**config.mk**
```make
export PLATFORM = sky130hd
export DESIGN_NAME = tcw_ctrl
export DESIGN_NICKNAME = d
export VERILOG_FILES = /design/src/hdl/tcw_pkg.sv /design/src/hdl/tcw_ctrl.sv
export VERILOG_INCLUDE_DIRS = /design/src /design/src/hdl
export SDC_FILE = /design/constraint.sdc
export NUM_CORES = 1
export LEC_CHECK = 0
export BUFFER_PORTS_ARGS = -buffer_cell sky130_fd_sc_hd__buf_2
export CORE_MARGIN = 4
export CORE_UTILIZATION = 47
export CTS_CLUSTER_DIAMETER = 50
export DETAILED_ROUTE_END_ITERATION = 16
export GPL_TIMING_DRIVEN = 0
export PLACE_DENSITY = 0.78
export SETUP_SLACK_MARGIN = 0.5
export SYNTH_ARGS = -nofsm -noshare
export SYNTH_HDL_FRONTEND = slang
export SYNTH_SLANG_ARGS = --single-unit
```
**constraint.sdc**
```tcl
create_clock -name clock -period 3.55 [get_ports clock]
set_clock_uncertainty 0.2 [all_clocks]
set_input_delay 0.1775 -clock clock [delete_from_list [all_inputs] [get_ports clock]]
set_output_delay 0.1775 -clock clock [all_outputs]
set_load 0.03 [all_outputs]
```
**src/hdl/assert_macros.svh**
```systemverilog
// Assertion helpers for the console writer controller.
`ifndef ASSERT_MACROS_SVH
`define ASSERT_MACROS_SVH

// The expression holds at every clock edge outside reset.
`define ASSERT_ALWAYS(label, clk, rst, expr, msg) \
   label: assert property (@(posedge clk) disable iff (rst) (expr)) else $error(msg);

// When the antecedent holds, the consequent holds in the same cycle.
`define ASSERT_IMPLIES(label, clk, rst, ante, cons, msg) \
   label: assert property (@(posedge clk) disable iff (rst) (ante) |-> (cons)) else $error(msg);

// When the antecedent holds, the consequent holds in the next cycle.
`define ASSERT_NEXT(label, clk, rst, ante, cons, msg) \
   label: assert property (@(posedge clk) disable iff (rst) (ante) |=> (cons)) else $error(msg);

`endif

```
**src/hdl/tcw_pkg.sv**
```systemverilog
`timescale 1ns / 1ps
`default_nettype none

package tcw_pkg;

   localparam int SCREEN_COLUMNS = 80;
   localparam int SCREEN_ROWS    = 25;
   localparam int CELL_COUNT     = SCREEN_ROWS * SCREEN_COLUMNS;

   localparam int ADDR_W = $clog2(CELL_COUNT);
   localparam int ROW_W  = 5;
   localparam int COL_W  = 7;
   localparam int BYTE_W = 8;

   localparam logic [ROW_W-1:0]  ROW_LIMIT  = ROW_W'(SCREEN_ROWS);
   localparam logic [COL_W-1:0]  COL_LIMIT  = COL_W'(SCREEN_COLUMNS);
   localparam logic [ADDR_W-1:0] COLS_ADDR  = ADDR_W'(SCREEN_COLUMNS);
   localparam logic [ADDR_W-1:0] LAST_CELL  = ADDR_W'(CELL_COUNT - 1);
   localparam logic [ADDR_W-1:0] FILL_START = ADDR_W'(CELL_COUNT - SCREEN_COLUMNS);

   localparam logic              CMD_PRINT    = 1'b0;
   localparam logic              CMD_READ     = 1'b1;
   localparam logic [BYTE_W-1:0] CODE_NEWLINE = 8'd10;
   localparam logic [BYTE_W-1:0] CODE_RETURN  = 8'd13;

   typedef struct packed {
      logic              command;
      logic [BYTE_W-1:0] char_code;
      logic [ROW_W-1:0]  read_row;
      logic [COL_W-1:0]  read_col;
   } tcw_req_type;

   typedef struct packed {
      logic [BYTE_W-1:0] cell_char;
      logic [BYTE_W-1:0] cell_attr;
      logic [ROW_W-1:0]  cursor_row_out;
      logic [COL_W-1:0]  cursor_col_out;
   } tcw_rsp_type;

   // Attribute in the high byte, character in the low byte.
   typedef struct packed {
      logic [BYTE_W-1:0] attr;
      logic [BYTE_W-1:0] chr;
   } tcw_cell_type;

   typedef struct packed {
      logic         wr_en;
      logic [ADDR_W-1:0] wr_addr;
      tcw_cell_type wr_data;
      logic         rd_en;
      logic [ADDR_W-1:0] rd_addr;
   } tcw_ram_req_type;

   typedef enum logic [2:0] {
      ST_CLEAR,
      ST_IDLE,
      ST_PRINT,
      ST_SCROLL,
      ST_SCROLL_END,
      ST_REPLY
   } tcw_state_type;

endpackage

`default_nettype wire

```
**src/hdl/tcw_ctrl.sv**
```systemverilog
`timescale 1ns / 1ps
`default_nettype none
`include "assert_macros.svh"

module tcw_ctrl (
   input  wire logic                     clock,
   input  wire logic                     reset,
   input  wire logic                     req_valid,
   output logic                          req_ready,
   input  wire tcw_pkg::tcw_req_type     req_data,
   input  wire logic [7:0]               attr,
   output logic                          reply_valid,
   input  wire logic                     reply_ready,
   output tcw_pkg::tcw_rsp_type          reply_data,
   output tcw_pkg::tcw_ram_req_type      ram_req,
   input  wire tcw_pkg::tcw_cell_type    ram_rdata
);
   import tcw_pkg::*;

   tcw_state_type     state_ff, state_in;
   logic [ROW_W-1:0]  row_ff, row_in;
   logic [COL_W-1:0]  col_ff, col_in;
   logic [BYTE_W-1:0] code_ff, code_in;
   logic [ADDR_W-1:0] sweep_ff, sweep_in;
   logic              wr_pend_ff, wr_pend_in;
   logic [ADDR_W-1:0] wr_addr_ff, wr_addr_in;
   logic              wr_fill_ff, wr_fill_in;
   logic              use_cell_ff, use_cell_in;

   logic [ROW_W-1:0]  sel_row;
   logic [COL_W-1:0]  sel_col;
   logic [ADDR_W-1:0] cell_addr;
   logic              read_in_range;
   logic              copy_phase;

   // Shared address unit: row times screen width plus column.
   assign sel_row   = (state_ff == ST_IDLE) ? req_data.read_row : row_ff;
   assign sel_col   = (state_ff == ST_IDLE) ? req_data.read_col : col_ff;
   assign cell_addr = ADDR_W'(sel_row) * COLS_ADDR + ADDR_W'(sel_col);

   assign read_in_range = (req_data.read_row < ROW_LIMIT) && (req_data.read_col < COL_LIMIT);
   assign copy_phase    = (sweep_ff < FILL_START);

   always_ff @(posedge clock) begin
      if (reset) begin
         state_ff   <= ST_CLEAR;
         row_ff     <= '0;
         col_ff     <= '0;
         sweep_ff   <= '0;
         wr_pend_ff <= 1'b0;
      end else begin
         state_ff   <= state_in;
         row_ff     <= row_in;
         col_ff     <= col_in;
         sweep_ff   <= sweep_in;
         wr_pend_ff <= wr_pend_in;
      end
   end

   always_ff @(posedge clock) begin
      code_ff     <= code_in;
      wr_addr_ff  <= wr_addr_in;
      wr_fill_ff  <= wr_fill_in;
      use_cell_ff <= use_cell_in;
   end

   always_comb begin
      state_in    = state_ff;
      row_in      = row_ff;
      col_in      = col_ff;
      code_in     = code_ff;
      sweep_in    = sweep_ff;
      wr_pend_in  = 1'b0;
      wr_addr_in  = wr_addr_ff;
      wr_fill_in  = wr_fill_ff;
      use_cell_in = use_cell_ff;
      req_ready   = 1'b0;
      reply_valid = 1'b0;
      ram_req     = '0;

      // A scroll write issued last cycle owns the write port this cycle.
      if (wr_pend_ff) begin
         ram_req.wr_en   = 1'b1;
         ram_req.wr_addr = wr_addr_ff;
         ram_req.wr_data = wr_fill_ff ? tcw_cell_type'({attr, BYTE_W'(0)}) : ram_rdata;
      end

      unique case (state_ff)
         ST_CLEAR: begin
            ram_req.wr_en   = 1'b1;
            ram_req.wr_addr = sweep_ff;
            ram_req.wr_data = '0;
            if (sweep_ff == LAST_CELL) begin
               sweep_in = '0;
               state_in = ST_IDLE;
            end else begin
               sweep_in = sweep_ff + ADDR_W'(1);
            end
         end
         ST_IDLE: begin
            req_ready = 1'b1;
            if (req_valid) begin
               code_in = req_data.char_code;
               if (req_data.command == CMD_READ) begin
                  use_cell_in     = read_in_range;
                  ram_req.rd_en   = read_in_range;
                  ram_req.rd_addr = cell_addr;
                  state_in        = ST_REPLY;
               end else begin
                  use_cell_in = 1'b0;
                  state_in    = ST_PRINT;
               end
            end
         end
         ST_PRINT: begin
            if (row_ff >= ROW_LIMIT) begin
               sweep_in = '0;
               state_in = ST_SCROLL;
            end else if (code_ff == CODE_NEWLINE) begin
               row_in   = row_ff + ROW_W'(1);
               col_in   = '0;
               state_in = ST_REPLY;
            end else if (code_ff == CODE_RETURN) begin
               col_in   = '0;
               state_in = ST_REPLY;
            end else if (col_ff >= COL_LIMIT) begin
               // Wrap, then decide again: a row past the bottom scrolls.
               col_in = '0;
               row_in = row_ff + ROW_W'(1);
            end else begin
               ram_req.wr_en   = 1'b1;
               ram_req.wr_addr = cell_addr;
               ram_req.wr_data = tcw_cell_type'({attr, code_ff});
               col_in          = col_ff + COL_W'(1);
               state_in        = ST_REPLY;
            end
         end
         ST_SCROLL: begin
            ram_req.rd_en   = copy_phase;
            ram_req.rd_addr = sweep_ff + COLS_ADDR;
            wr_pend_in      = 1'b1;
            wr_addr_in      = sweep_ff;
            wr_fill_in      = !copy_phase;
            if (sweep_ff == LAST_CELL) begin
               sweep_in = '0;
               state_in = ST_SCROLL_END;
            end else begin
               sweep_in = sweep_ff + ADDR_W'(1);
            end
         end
         ST_SCROLL_END: begin
            if (row_ff != '0) begin
               row_in = row_ff - ROW_W'(1);
            end
            col_in   = '0;
            state_in = ST_PRINT;
         end
         ST_REPLY: begin
            reply_valid = 1'b1;
            if (reply_ready) begin
               state_in = ST_IDLE;
            end
         end
         default: begin
            state_in = ST_IDLE;
         end
      endcase
   end

   always_comb begin
      reply_data                = '0;
      reply_data.cursor_row_out = row_ff;
      reply_data.cursor_col_out = col_ff;
      if (use_cell_ff) begin
         reply_data.cell_char = ram_rdata.chr;
         reply_data.cell_attr = ram_rdata.attr;
      end
   end

   `ASSERT_ALWAYS(a_row_bound, clock, reset, row_ff <= ROW_LIMIT,
                  "cursor row beyond screen height")
   `ASSERT_ALWAYS(a_col_bound, clock, reset, col_ff <= COL_LIMIT,
                  "cursor column beyond screen width")
   `ASSERT_IMPLIES(a_wr_range, clock, reset, ram_req.wr_en, ram_req.wr_addr <= LAST_CELL,
                   "screen write outside the store")
   `ASSERT_NEXT(a_scroll_row, clock, reset, state_ff == ST_SCROLL_END,
                row_ff == $past(row_ff) - ROW_W'(1) && col_ff == '0,
                "scroll did not move the cursor up one row")
   `ASSERT_IMPLIES(a_idle_quiet, clock, reset, state_ff == ST_IDLE || state_ff == ST_REPLY,
                   !wr_pend_ff, "scroll write still pending outside the sweep")

endmodule

`default_nettype wire

```
==> impl_metrics.ini, run 1 <==
[power]
leakagePower_uw = 0.00226
p_total_uw = 3040
power.ir.vdd_worst_uv = 317
power.density_cell_area_mw_per_mm2 = 594

[setup_path]
timing.critical_path.max_delay_family = adder cells
crit_path_cell_trace = nand2b_4 -> nor2_4 -> buf_8 -> buf_12 -> mux2_4 -> ha_4 -> ha_4 -> fa_2 -> nand3_2 -> mux2_4 -> o32ai_4 -> xnor2_2 -> o211ai_1 -> buf_4
critPathMaxStageDelay_ps = 550
cp-start-kind = register
arrival_ps = 3630
worstPathBufferInverterCount = 3
regToRegEndpoint = row_ff[4]
crit_path_max_fanout = 6
crit_type = register to output port
r2r_start = state_ff[1]
cp_slowest_cell = fa_2
worstSetupEndpointType = output port
worst_ep_required_time_ps = 3170
worst-r2r-setup-slack_ps = 940
ff2ff_path_depth = 10

[place]
numPortBuffers = 118
globalplace.congestion = 0.900
place_hpwl_um = 8910

[floorplanning]
core_region_area_mm2 = 0.00769
die_x_um = 96.5
die_height_um = 96.5
rows = 32
floorplan.initialDensity_pct = 47.9
io-pin-count = 119
total_die_area_mm2 = 0.00932

[synthesis]
synth_area_per_inst_um2 = 8.45
yosys_warnings = 0
ys_dominant_reg_cell = dfxtp_1
synth_sequential_area_ratio_pct = 31.8
synth_area_leaders = edfxtp_1 (17%), dfxtp_1 (15%), nand2_1 (6.1%), ha_1 (5.8%), nor2_1 (4.9%)
postSynth.asyncResetShare_pct = 0
number_of_cells_produced_by_synthesis = 436
synth_edf_count = 21
mappedNetlistArea_mm2 = 0.00368
synth_area_leader_cell = edfxtp_1
yosysTopAreaCellShare_pct = 17.1
synth_cell_type_count = 61
synth_nets = 505
postSynthRegisterBits = 48

[hold_path]
number_of_cells_traversed_by_the_worst_hold_path = 4
hold_class = input pin to register
timing.hold.worst.start = reply_ready
min_delay_worst_endpoint = state_ff[2]

[final_layout]
areaGrowthSynthToFinish_pct = 38.9
seqCellArea_mm2 = 0.00118
design.final.nets = 659
layout.filler_cells = 629
drive_gt1_share_pct = 34.7
top_library_cells_by_usage_in_the_layout_fill_and_taps_aside = buf_2 (108), nand2_1 (60), nor2_1 (45)
antennaDiodeCount = 0
leading_cell_type_in_the_layout_fill_and_taps_excluded = buf_2
multi_input_gate_area_in_the_final_layout_mm2 = 0.00258

[timing]
timing.fmax_mhz = 250
slew_viol_final = 0
rsz0062_at_grt = yes
timing.final.ws_setup_ps = -458
count_of_endpoints_failing_hold_in_the_final_timing_report = 0
layout_min_cycle_time_ps = 4010
report.final.setup_viol = 6
timing.setup.tns_ps = -2040
timing.final.crit_share_pct = 113
relSlewSlack_pct = 52.0
max_slew.worst_pin.slew_ps = 718

[global_route]
vias_in_the_first_global_route = 3717
grt_max_degree = 17
grt_use_total_pct = 25.1
grt_pass1_wl_um = 18200
antenna_found_initial = 0
global_route.overflow_total = 0

[clock_tree]
htreeDepth = 2
tritoncts_clock_tree = built
max_root_sink_buffers = 2
clk_pin_slew_ps = 100
numClockSinks = 48
buffer_cell_driving_the_clock_tree_root = clkbuf_8
clock_insertion_delay_worst_skew_ps = 310
cts-buffers-inserted = 5

[drt]
firstDrtPassIters = 5
vias_per_cell = 5.73
antenna_violating_nets_post_route = 0
drt_drc_violations_left = 0
vias = 3971
routed_wirelength_um = 12300
drtIter0Drc = 293
avgRoutedWirePerCell_um = 17.8

[outcome]
violations_in_the_final_reports = negative setup slack
outcome = finished with violations

[flow_run]
drv_cap = 0
==> registers in the layout (all words and copies together), names as in the netlist <==
signal,flops
code_ff,8
col_ff,7
row_ff,5
state_ff,3
sweep_ff,11
use_cell_ff,1
wr_addr_ff,11
wr_fill_ff,1
wr_pend_ff,1
==> worst register-to-register path, stage by stage (launching register included) <==
cell and delay, ps:
dfxtp_4 360, buf_4 120, nor2_1 40, nand2_1 240, clkinv_1 350, ha_1 430
a21o_1 190, a21oi_1 170, xnor2_1 160, a21o_1 150, a21oi_1 50
==> kinds of logic (layout without fill, tap and decap cells) <==
kind of cell	Yosys count	in the layout	share of synthesized area, %
AND/OR/NAND/NOR	200	200	27.5
XOR/XNOR	29	29	6.89
buffers and inverters	38	193	4.55
adder cells (fa/ha/maj)	20	20	7.40
multiplexers	21	21	6.01
flip-flops	48	48	31.8
AO/OA/AOI/OAI	80	80	15.9
==> final cells by class <==
class | instances | share of cell area, %
repair buffers | 147 | 17.8
inverters | 16 | 1.17
multi-input cells | 350 | 50.5
well taps | 102 | 2.49
plain buffers | 22 | 2.67
clock inverters | 2 | 0.758
flip-flops and latches | 48 | 23.0
clock buffers | 6 | 1.61
==> layer usage <==
metal | vias up | GRT usage (%) | part of all wire, % | wire [um]
li1 | 1865 | - | - | -
met1 | 1885 | 30.5 | 40 | 4940
met3 | 25 | 4.42 | 8.0 | 990
met5 | - | 0 | 0 | 0
met2 | 196 | 44.1 | 49 | 6060
met4 | 0 | 9.58 | 2.9 | 355
==> what timing repair did <==
action / 4_1_cts / 5_1_grt
pin swaps: 16 / 7
resized for setup: 40 / 14
hold endpoints to repair: 9 / 0
endpoints found under the setup margin: 23 / 26
setup buffers: 14 / 6
hold buffers: 9 / 0
==> worst max-delay path by stage <==
stage,startpoint,slack (ps),end,cells past startpoint
after global routing,state_ff[1],-570,ram_req[10],14
after CTS,state_ff[1],-450,ram_req[38],14
after floorplan,state_ff[1],-280,ram_req[38],13
after global placement,state_ff[1],-390,ram_req[38],14
after detailed placement,state_ff[1],-450,ram_req[38],13
final,state_ff[1],-460,ram_req[38],14
==> power breakdown <==
part | internal, uW | leakage, uW | switching, uW
clock | 231 | 0.0000614 | 195
combinational | 802 | 0.00178 | 1080
sequential | 650 | 0.000413 | 77.0
total | 1680 | 0.00226 | 1360
==> cell usage after synthesis, types with 3 or more instances <==
| library cell | number |
|---|---|
| nand3_1 | 16 |
| nand4_1 | 9 |
| o21ai_0 | 17 |
| o22ai_1 | 5 |
| nand2_1 | 60 |
| inv_1 | 15 |
| mux2i_1 | 12 |
| and3_1 | 9 |
| nand2b_1 | 4 |
| dfxtp_1 | 27 |
| nor2_1 | 48 |
| buf_6 | 3 |
| xor2_1 | 13 |
| fa_1 | 3 |
| mux2_2 | 9 |
| clkbuf_1 | 16 |
| ha_1 | 17 |
| and2_1 | 18 |
| a221o_1 | 6 |
| nor3_1 | 5 |
| xnor2_1 | 16 |
| edfxtp_1 | 21 |
| a21o_1 | 5 |
| nor2b_1 | 10 |
| a21oi_1 | 16 |
| o211ai_1 | 7 |
| nor4_1 | 3 |
| or3_1 | 3 |
| a22oi_1 | 3 |
==> per-stage QoR <==
step           instance area, um2  util [%]  hold WS, ps  setup slack, ps  instances
2_1_floorplan                3800         -         42.2             -278        436
3_3_place_gp                 4520      58.8          156             -393        656
3_5_place_dp                 4520      58.8          159             -454        656
4_1_cts                      5010      65.2         32.7             -449        687
5_1_grt                      5120      66.6          110             -565        693
6_report                     5120      66.6         46.6             -458        693
(Power assumes the default switching activity.)
==> run 2: changes to the inputs <==
--- a/config.mk
+++ b/config.mk
@@ -6,9 +6,10 @@
 export SDC_FILE = /design/constraint.sdc
 export NUM_CORES = 1
 export LEC_CHECK = 0
+export ABC_AREA = 1
 export BUFFER_PORTS_ARGS = -buffer_cell sky130_fd_sc_hd__buf_2
 export CORE_MARGIN = 4
-export CORE_UTILIZATION = 47
+export CORE_UTILIZATION = 48
 export CTS_CLUSTER_DIAMETER = 50
 export DETAILED_ROUTE_END_ITERATION = 16
 export GPL_TIMING_DRIVEN = 0
==> run 2 against run 1 <==
Compared with the run above:
- the flow now finishes without violations
- maximum frequency up 22%
- design area up 6.3%
- routed wire length up 7.9%
- non-clock buffer count down 9
- combinational power down 94%
- critical path type unchanged
- critical endpoint is now ram_req[37]
- highest routed layer unchanged
==> impl_metrics.ini, run 2 <==
[floorplanning]
core_region_area_mm2 = 0.00818
die_height_um = 99.5
io-pin-count = 119
floorplan.initialDensity_pct = 49.1
rows = 33
total_die_area_mm2 = 0.00990
die_x_um = 99.5

[synthesis]
yosys.cell_count.top_type = nand2_1
synth_area_leader_cell = nand2_1
postSynthRegisterBits = 48
postSynth.asyncResetShare_pct = 0
synth_cell_type_count = 36
synthTopCellsByCount = nand2_1 (217), inv_1 (102), nand3_1 (59)
synth_area_leaders = nand2_1 (20%), edfxtp_1 (16%), dfxtp_1 (13%), inv_1 (9.5%), nand3_1 (7.4%)
synth_area_per_inst_um2 = 6.19
mappedNetlistArea_mm2 = 0.00402
synth_edf_count = 21
yosysTopAreaCellShare_pct = 20.3
number_of_cells_produced_by_synthesis = 649
ys_dominant_reg_cell = dfxtp_1
yosys_warnings = 0
synth_nets = 718
synth_sequential_area_ratio_pct = 29.2

[clock_tree]
htreeDepth = 2
cts-buffers-inserted = 5
clk_pin_slew_ps = 100
max_root_sink_buffers = 2
tritoncts_clock_tree = built
buffer_cell_driving_the_clock_tree_root = clkbuf_8
clock_insertion_delay_worst_skew_ps = 310
numClockSinks = 48

[final_layout]
drive_gt1_share_pct = 25.7
final_cells = 903
layout_top_registers = sweep_ff (11), wr_addr_ff (11), code_ff (8)
areaGrowthSynthToFinish_pct = 35.4
design.final.nets = 866
layout.filler_cells = 731
antennaDiodeCount = 0
leading_cell_type_in_the_layout_fill_and_taps_excluded = nand2_1
top_library_cells_by_usage_in_the_layout_fill_and_taps_aside = nand2_1 (206), buf_2 (115), inv_1 (100)

[timing]
timing.fmax_mhz = 305
rsz0062_at_grt = yes
max_slew.worst_pin.slew_ps = 693
timing.setup.tns_ps = 0
count_of_endpoints_failing_hold_in_the_final_timing_report = 0
layout_min_cycle_time_ps = 3280
relSlewSlack_pct = 53.8
slew_viol_final = 0
timing.final.crit_share_pct = 92.4
timing.hold.ws_ps = 96.6
timing.final.ws_setup_ps = 270
report.final.setup_viol = 0

[power]
leakagePower_uw = 0.00286
p_total_uw = 1100
power.density_cell_area_mw_per_mm2 = 202
power.ir.vdd_worst_uv = 185

[setup_path]
cp-start-kind = register
crit_type = register to output port
worst_ep_required_time_ps = 3170
worstSetupEndpointType = output port
crit_path_max_fanout = 7
arrival_ps = 2900

[global_route]
grt_max_degree = 17
vias_in_the_first_global_route = 4410
grt_pass1_wl_um = 21200
global_route.overflow_total = 0
grt_use_total_pct = 26.5
antenna_found_initial = 0

[place]
place.detailed.instances = 871
place_worst_setup_slack_ps = 37.0
globalplace.congestion = 0.919
place_hpwl_um = 10200
numPortBuffers = 117

[drt]
routed_wirelength_um = 13300
avgRoutedWirePerCell_um = 14.8
drt_drc_violations_left = 0
firstDrtPassIters = 5
drtIter0Drc = 340
antenna_violating_nets_post_route = 0
vias_per_cell = 5.24
vias = 4730

[outcome]
outcome = finished, final reports clean

[hold_path]
hold_class = input pin to register

[flow_run]
drv_cap = 0
==> run 2: repair_timing <==
item / 4_1_cts / 5_1_grt
hold endpoints to repair: 9 / 0
pin swaps: 12 / 7
endpoints found under the setup margin: 17 / 16
hold buffers: 9 / 0
gates resized for setup: 53 / 19
buffers inserted: 10 / 5
==> run 2: cell families (layout without fill, tap and decap cells) <==
kind of cell / after synthesis / count (layout) / synth area share [%]
flip-flops: 48 / 48 / 29.2
buffers and inverters: 123 / 272 / 12.3
adder cells (fa/ha/maj): 20 / 20 / 6.79
XOR/XNOR: 6 / 6 / 1.31
AO/OA/AOI/OAI: 88 / 88 / 11.9
AND/OR/NAND/NOR: 364 / 364 / 38.5
==> run 2: power by group <==
part           switching (uW)  internal, uW  leakage, uW
Sequential               4.00           575     0.000409
Clock                     204           213    0.0000548
Combinational            61.0          42.5      0.00240
Total                     269           830      0.00286
==> run 2: cell type report <==
cell class | count | area (um2) | area share, %
Multi-Input combinational cell | 478 | 2670 | 49.1
Sequential cell | 48 | 1180 | 21.7
Timing Repair Buffer | 141 | 828 | 15.2
Inverter | 104 | 395 | 7.27
Tap cell | 105 | 131 | 2.42
Buffer | 19 | 119 | 2.19
Clock buffer | 5 | 68.8 | 1.27
Clock inverter | 3 | 46.3 | 0.851
==> run 2: worst paths after layout <==
check / end / cells after the start / slack, ps / from
worst max-delay path: ram_req[37] / 18 / 270 / state_ff[1]
worst min-delay path: state_ff[0] / 5 / 100 / req_data[20]
worst max register to register: row_ff[3] / 11 / 1150 / state_ff[0]
worst min register to register: wr_addr_ff[7] / 0 / 240 / sweep_ff[7]
==> run 2: per-stage QoR <==
| step | instance area [um2] | utilization [%] |
|---|---|---|
| floorplan | 4070 | - |
| global placement | 4790 | 58.6 |
| detailed placement | 4790 | 58.6 |
| CTS | 5310 | 64.9 |
| global route | 5440 | 66.5 |
| finish | 5440 | 66.5 |
==> run 2: layer usage <==
layer | track usage, % | wire length (um) | vias up
met5 | 0 | 0 | -
met4 | 7.46 | 302 | 0
met1 | 34.0 | 5720 | 2104
met3 | 4.14 | 990 | 26
met2 | 46.1 | 6310 | 217
li1 | - | - | 2383
==> run 2: worst max-delay path, stage by stage (launching register included) <==
cell and delay (ps):
dfxtp_2 350, inv_4 80, nand2_4 60, nor2_4 100, buf_8 160, nand2_4 60, o21ai_4 70, ha_4 230
ha_4 160, fa_2 560, nand2_2 70, inv_1 60, nand4_1 130, nand3_4 120, nand2_4 70, nand2_2 70
nand2_2 60, nand2_4 70, buf_6 120
==> run 3: changes to the inputs <==
--- a/config.mk
+++ b/config.mk
@@ -9,11 +9,12 @@
 export ABC_AREA = 1
 export BUFFER_PORTS_ARGS = -buffer_cell sky130_fd_sc_hd__buf_2
 export CORE_MARGIN = 4
-export CORE_UTILIZATION = 48
+export CORE_UTILIZATION = 49
+export CTS_BUF_LIST = sky130_fd_sc_hd__clkbuf_2
 export CTS_CLUSTER_DIAMETER = 50
 export DETAILED_ROUTE_END_ITERATION = 16
 export GPL_TIMING_DRIVEN = 0
-export PLACE_DENSITY = 0.78
+export PLACE_DENSITY = 0.79
 export SETUP_SLACK_MARGIN = 0.5
 export SYNTH_ARGS = -nofsm -noshare
 export SYNTH_HDL_FRONTEND = slang
==> run 3 against run 2 <==
Compared with the run above:
- hold slack lost 67 ps
- total power shrank 17%
- count of clock-buffer cells in the layout grew 1
- via count grew 2.1%
- largest cell class unchanged
==> impl_metrics.ini, run 3 (synthesis results as in run 2) <==
[outcome]
outcome = finished, final reports clean

[timing]
rsz0062_at_grt = yes
relSlewSlack_pct = 58.3
report.final.setup_viol = 0
timing.setup.tns_ps = 0
count_of_endpoints_failing_hold_in_the_final_timing_report = 0
slew_viol_final = 0
max_slew.worst_pin.slew_ps = 625
timing.final.crit_share_pct = 98.8
timing.fmax_mhz = 285
layout_min_cycle_time_ps = 3510

[power]
power.ir.vdd_worst_uv = 141
power.density_cell_area_mw_per_mm2 = 167
leakagePower_uw = 0.00287

[final_layout]
leading_cell_type_in_the_layout_fill_and_taps_excluded = nand2_1
layout_top_registers = sweep_ff (11), wr_addr_ff (11), code_ff (8)
drive_gt1_share_pct = 26.3
areaGrowthSynthToFinish_pct = 35.7
postLayoutCoreUtil_pct = 69.4
multi_input_gate_area_in_the_final_layout_mm2 = 0.00268
seqCellArea_mm2 = 0.00118
layout.filler_cells = 707
layout_cell_area_excl_fill_mm2 = 0.00545
antennaDiodeCount = 0
design.final.nets = 872
top_library_cells_by_usage_in_the_layout_fill_and_taps_aside = nand2_1 (202), buf_2 (111), inv_1 (101)

[setup_path]
critPathMaxStageDelay_ps = 580
worst_ep_required_time_ps = 3170
crit_path_cell_trace = inv_6 -> nand2_4 -> nor2_4 -> buf_8 -> nand2_4 -> o21ai_4 -> ha_4 -> ha_4 -> fa_2 -> nand3_1 -> nor2_2 -> nand3_2 -> nand3_2 -> nand3_2 -> buf_6
worstSetupEndpointType = output port
arrival_ps = 3130
cp-startpoint = state_ff[1]
crit_type = register to output port
cp_slowest_cell = fa_2
crit_path_max_fanout = 7
path_common_cell = nand3_2
timing.critical_path.max_delay_family = adder cells
r2r_start = state_ff[1]
worstPathBufferInverterCount = 3
cp-start-kind = register

[drt]
vias = 4827
antenna_violating_nets_post_route = 0
drtIter0Drc = 316
avgRoutedWirePerCell_um = 14.9
firstDrtPassIters = 5
routed_wirelength_um = 13500
vias_per_cell = 5.33
drt_drc_violations_left = 0

[place]
placed_cell_area_mm2 = 0.00479
numPortBuffers = 117
globalplace.congestion = 0.991
place_hpwl_um = 10300

[clock_tree]
clock_insertion_delay_worst_skew_ps = 430
htreeDepth = 2
max_root_sink_buffers = 2
tritoncts_clock_tree = built
clk_pin_slew_ps = 240
numClockSinks = 48
buffer_cell_driving_the_clock_tree_root = clkbuf_2
cts-buffers-inserted = 5

[global_route]
grt_max_degree = 17
antenna_found_initial = 0
global_route.overflow_total = 0
grt_pass1_wl_um = 21500
grt_use_total_pct = 27.0
vias_in_the_first_global_route = 4344

[floorplanning]
io-pin-count = 119
rows = 32
die_x_um = 98.5
die_height_um = 98.5
total_die_area_mm2 = 0.00971
floorplan.initialDensity_pct = 51.2
core_region_area_mm2 = 0.00785

[hold_path]
timing.hold.worst.start = reset
hold_class = input pin to register

[flow_run]
drv_cap = 0
## run 3: layout make-up
cell class / instances / area share [%]
Inverter: 104 / 7.30
Multi-Input combinational cell: 478 / 49.2
Clock inverter: 1 / 0.0918
Clock buffer: 6 / 0.551
Tap cell: 102 / 2.34
Sequential cell: 48 / 21.7
Timing Repair Buffer: 147 / 16.6
Buffer: 19 / 2.25
## run 3: path summary, 6_finish.rpt
kind,endpoint,slack [ps],cells past startpoint
max reg2reg,row_ff[4],1040,13
max,ram_req[38],40,15
min,row_ff[4],30,2
min reg2reg,wr_addr_ff[7],270,0
## run 3: timing repair
| action | CTS | global route |
|---|---|---|
| endpoints found under the hold margin | 20 | 0 |
| gates resized for setup | 65 | 24 |
| pin swaps | 20 | 9 |
| hold buffers | 12 | 0 |
| setup endpoints to repair | 17 | 14 |
| buffers inserted | 12 | 6 |
## run 3: metal layers
layer / track usage (%) / wire length (um)
met1: 36.1 / 5710
met2: 45.2 / 6450
met3: 3.89 / 1090
met4: 8.09 / 245
met5: 0 / 0
## run 3: per-stage QoR
stage | hold slack (ps) | total power, uW | setup WS (ps) | instances
finish | 29.8 | 908 | 41.5 | 905
global route | 26.5 | 949 | -112 | 905
detailed placement | 157 | 686 | 51.6 | 868
floorplan | 76.4 | 638 | 503 | 649
CTS | 7.97 | 914 | 105 | 899
global placement | 155 | 684 | 93.8 | 868
## run 3: power breakdown
part / switching [uW] / internal, uW / total [uW] / leakage (uW)
combinational: 60.9 / 44.0 / 105 / 0.00243
clock: 177 / 46.9 / 223 / 0.0000288
sequential: 4.55 / 576 / 580 / 0.000409
total: 242 / 667 / 908 / 0.00287
